### src/sv/mtfe_pkg.sv
// ----------------------------------------------------------------------------
// mtfe_pkg: shared types for the move-to-front encoder
// Word widths and the token that travels down the cell chain.
// ----------------------------------------------------------------------------
package mtfe_pkg;

    localparam int SYMBOL_W = 8;
    localparam int RANK_W   = 8;

    // Token carried from cell to cell, one cell per cycle while the chain advances
    typedef struct packed {
        logic                rst;    // restore identity value in each cell passed
        logic                found;  // symbol already located, pass through
        logic [SYMBOL_W-1:0] sym;    // symbol being coded
        logic [SYMBOL_W-1:0] carry;  // value displaced from the previous cell
        logic [RANK_W-1:0]   rank;   // position where the symbol was found
    } token_t;

endpackage

### src/sv/mtfe_cell.sv
// ----------------------------------------------------------------------------
// mtfe_cell: one entry of the recency list
// Holds one list value; a passing token not yet found swaps in its carry,
// and records this position as the rank if the held value equals the symbol.
// ----------------------------------------------------------------------------
module mtfe_cell #(
    parameter int CELL_INDEX = 0
) (
    input  logic            aclk,
    input  logic            aresetn,
    input  logic            advance,
    input  logic            in_valid,
    input  mtfe_pkg::token_t in_tok,
    output logic            out_valid,
    output mtfe_pkg::token_t out_tok
);

    localparam logic [mtfe_pkg::SYMBOL_W-1:0] IDX = mtfe_pkg::SYMBOL_W'(CELL_INDEX);

    logic [mtfe_pkg::SYMBOL_W-1:0] value_reg, value_next;
    logic [mtfe_pkg::SYMBOL_W-1:0] old_value;
    logic                          valid_reg;
    mtfe_pkg::token_t              tok_reg, tok_next;

    always_comb begin
        old_value  = in_tok.rst ? IDX : value_reg;
        value_next = value_reg;
        tok_next   = in_tok;
        if (advance && in_valid) begin
            if (!in_tok.found) begin
                // take the displaced value, pass ours on unless it is the symbol
                value_next = in_tok.carry;
                if (old_value == in_tok.sym) begin
                    tok_next.found = 1'b1;
                    tok_next.rank  = mtfe_pkg::RANK_W'(CELL_INDEX);
                end else begin
                    tok_next.carry = old_value;
                end
            end else begin
                value_next = old_value;
            end
        end
    end

    always_ff @(posedge aclk) begin
        if (!aresetn) begin
            value_reg <= IDX;
            valid_reg <= 1'b0;
        end else begin
            value_reg <= value_next;
            if (advance) begin
                valid_reg <= in_valid;
            end
        end
    end

    always_ff @(posedge aclk) begin
        if (advance) begin
            tok_reg <= tok_next;
        end
    end

    assign out_valid = valid_reg;
    assign out_tok   = tok_reg;

endmodule

### config.mk
export PLATFORM = sky130hd
export DESIGN_NAME = mtfe_cell
export DESIGN_NICKNAME = d
export VERILOG_FILES = /design/src/sv/mtfe_pkg.sv /design/src/sv/mtfe_cell.sv
export SDC_FILE = /design/constraint.sdc
export NUM_CORES = 1
export LEC_CHECK = 0
export BUFFER_PORTS_ARGS = -buffer_cell sky130_fd_sc_hd__buf_2
export CORE_ASPECT_RATIO = 0.5
export CORE_MARGIN = 3
export CORE_UTILIZATION = 48
export DETAILED_ROUTE_END_ITERATION = 16
export PLACE_DENSITY = 0.81
export SETUP_SLACK_MARGIN = 0.15
export SYNTH_ARGS = -nofsm -noshare
export SYNTH_HDL_FRONTEND = slang
export SYNTH_SLANG_ARGS = --single-unit
### constraint.sdc
create_clock -name aclk -period 2.4 [get_ports aclk]
set_input_delay 0.36 -clock aclk [delete_from_list [all_inputs] [get_ports aclk]]
set_output_delay 0.36 -clock aclk [all_outputs]
set_load 0.005 [all_outputs]
Word level (Yosys, flattened, before mapping)
Cells that the tools add are included.
{"block": "word_totals", "rom_bits": 0, "register_bits": 35, "latch_bits": 0, "mem_count": 0, "word_cells": 18, "mem_bits_rw": 0, "in_bits": 30}
{"block": "op_classes", "n_addsub": 0, "div": 0, "bitwise": 0, "reduce_logical": 1, "mux": 9, "order_cmp": 0, "n_mul": 0, "n_eq_ne": 1, "shift": 0}
{"operator": "$mux W16", "count": 2}
{"operator": "$mux W8", "count": 4}
{"operator": "$eq A8 B8 Y1", "count": 1}
{"operator": "$mux W1", "count": 3}
{"operator": "$logic_and A1 B1 Y1", "count": 1}

Logic depth before layout (Yosys ltp)
{"block": "depth", "depth_word": 5, "depth_mapped": 5, "ltp_nobuf": 5}

Worst setup path after synthesis
No wires, ideal clock.
{"block": "synth_path", "kind": "input to register", "start": "input port in_tok[25] (netlist name)", "end": "register tok_reg, in the netlist out_tok[10] (data pin)", "n_path_buf": 1, "t_required_ps": 2140, "t_arrival_ps": 1477, "setup_ps": 260, "path_slack_ps": 662, "cell_stages": 5, "cell_sequence": "buf_2 > o21ai_1 > a32oi_2 > a21boi_4 > mux2_4"}
{"element": "start: declaration", "line_no": "mtfe_cell.sv:13", "rtl": "input mtfe_pkg::token_t in_tok,"}
{"element": "end signal: assignment", "line_no": "mtfe_cell.sv:59", "rtl": "tok_reg <= tok_next;"}
{"element": "end: declaration", "line_no": "mtfe_cell.sv:23", "rtl": "mtfe_pkg::token_t tok_reg, tok_next;"}

==> run_results.csv <==
group,metric,value,unit
outcome,status,"finished clean",
synth,yosysTopAreaCell,"edfxtp_1",
finish,fin_nets,207,
setup_path,start_kind,"flop",
sta,timing.final.ws_setup,0.497,ns
routing,viasPerCell,5.29,
setup_path,worstPathRequired,2.43,ns
synth,ys_top_cells_by_area,"edfxtp_1, dfxtp_1, mux2_4",
die,io_pins,57,
clock_network,path_clk_slew,0.07,ns
clock_network,holdBufCountCts,0,
routing,routed_wl,3470,um
global_routing,antenna_found_initial,0,
synth,synth_edf_count,26,
run,drv_cap,0,
hold_path,min_path_type,"in -> reg",
synth,ys_ff_latch,35,
finish,antenna_cells,0,
clock_network,cts_inserted_buffers,5,
clock_network,clock_latency,0.28,ns
routing,drc,0,
die,fp.dieArea,4020,um^2
setup_path,r2r_setup_slack,0.50,ns
finish,largest_reg_flops,26,
setup_path,endpoint_kind,"flop",
sta,final.setup.tns,0,ns
power_and_ir_drop,total_power,1.24,mW
clock_network,cts.sinks,35,
setup_path,crit_arrival,1.93,ns
die,start_util,55.2,%
routing,drt_first_iter_violations,81,
global_routing,grt_max_degree,29,
clock_network,clockBufferDepth,2,
synth,synth_area,1560,um^2
finish,syn2layout_area_growth,26.5,%
sta,rsz0062_at_grt,"no",
power_and_ir_drop,cellLeakagePower,0.786,nW
placement,pre_cts_slack,0.284,ns
finish,drive_gt1_share,42.9,%
die,die_h,46.3,um
finish,final_core_util,69.8,%
placement,gp_congestion,0.891,
sta,fin_crit,1.90,ns
synth,postSynthCellCount,113,
die,num_rows,13,
synth,syn_area_per_cell,13.8,um^2
hold_path,hp-start,"in_tok[19]",
hold_path,hold_end,"out_tok[19]",
die,die_w,86.7,um
clock_network,cts_resized,0,
clock_network,htreeDepth,2,
hold_path,min_path_cells,1,
global_routing,grt_pass1_wl,5260,um
die,core,2830,um^2
sta,worst_slew_pin_slew,0.427,ns
sta,timing.final.hold_violations,0,
sta,finClkSkew,0.00521,ns
sta,timing.fmax,526,MHz
routing,vias,1132,
synth,yosysMostFrequentCell,"edfxtp_1",
routing,antenna_left,0,
power_and_ir_drop,p_per_area,628,nW/um^2
clock_network,root_buffer,"clkbuf_8",
clock_network,cts_tree,"built",
placement,place.port_buffers,56,
synth,ys_types,23,
synth,synth_nets,143,
routing,first_pass_iters,4,
synth,synth_common_cells,"edfxtp_1, nor2b_1, a22oi_1, dfxtp_1",
sta,setup_viol,0,
setup_path,rr_startpoint,"value_reg[5]",
synth,synth_top_area_share,50.0,%
routing,post_drt_wl_per_cell,16.2,um
setup_path,path_class,"reg -> reg",
clock_network,cts_setup_buffers,0,
synth,async_reset_ff_share,0,%
synth,synth_flop_cell,"edfxtp_1",
synth,yosysSeqAreaShare,61.5,%
placement,dp_hpwl,2620,um
synth,synth_warnings,0,
setup_path,critical_path.max_fanout,8,
power_and_ir_drop,vdd_drop_max,0.000453,V
setup_path,r2r-end,"out_tok[2]",
sta,slew_headroom,71.4,%
global_routing,overflow,0,
setup_path,r2r_cells,5,
global_routing,grt_use_total,18.4,%
sta,drv_slew,0,
global_routing,first_global_vias,1061,
sta,period_share,79.3,%
critical path, cell delays in order, from the launching register on:
cell and delay, ns:
dfxtp_1 0.43, nor4b_1 0.28, a22oi_1 0.12, a32oi_2 0.28, nand3_1 0.29, and2_1 0.25
layout make-up:
class                      instances  area [um^2]
clock buffer                       5         68.8
clock inverter                     2         8.76
fill                             205          853
inverter                           1         3.75
multi-input combinational         76          593
sequential                        35          961
tap                               37         46.3
timing repair buffer              58          295
kinds of logic after synthesis:
kind of cell    after synthesis  synth area share (%)
mux                           8                  7.69
buf+inv                       2                 0.560
flops                        35                  61.5
compound gates               20                  11.3
xor+xnor                      4                  2.24
simple gates                 44                  16.7
cells in the final DEF (no fill, tap or decap):
cell and count:
a21boi_0 1, a21boi_4 1, a21o_1 1, a22oi_1 10
a32oi_2 2, a41o_1 1, and2_1 8, buf_2 56
buf_4 2, clkbuf_8 5, clkinv_1 1, clkinv_2 1
dfxtp_1 9, edfxtp_1 26, inv_1 1, mux2_4 8
nand2_1 3, nand2b_1 1, nand3_1 1, nand4_1 4
nor2_1 6, nor2_2 1, nor2b_1 16, nor4b_1 4
o21ai_1 2, o21bai_1 2, xnor2_1 4
per-layer routing:
layer / track usage [%] / vias up / routed length, um
met4: 5.59 / 0 / 14
li1: - / 555 / -
met2: 27.5 / 49 / 1460
met3: 5.00 / 2 / 310
met5: 0 / - / 0
met1: 26.3 / 526 / 1690
through the flow:
stage,area (um^2),hold WS [ns],cells
finish,1980,0.301,214
global placement,1900,0.469,207
CTS,1980,0.294,214
global route,1980,0.300,214
detailed placement,1900,0.480,207
floorplan,1560,0.459,113
report_power, final:
part	total [mW]	internal, mW	switching, mW
sequential	0.705	0.692	0.0136
combinational	0.148	0.0759	0.0721
clock	0.387	0.193	0.194
how the worst max path moves through the flow:
stage	from	endpoint	slack, ns	cells after the start
after detailed placement	in_tok[25]	out_tok[10]	0.28	6
after CTS	value_reg[1]	out_tok[2]	0.52	5
after global routing	value_reg[5]	out_tok[2]	0.36	5
after global placement	in_tok[25]	out_tok[15]	0.35	6
final	value_reg[5]	out_tok[2]	0.50	5
after floorplan	in_tok[25]	out_tok[10]	0.66	5
Power figures use the tool's default switching activity.
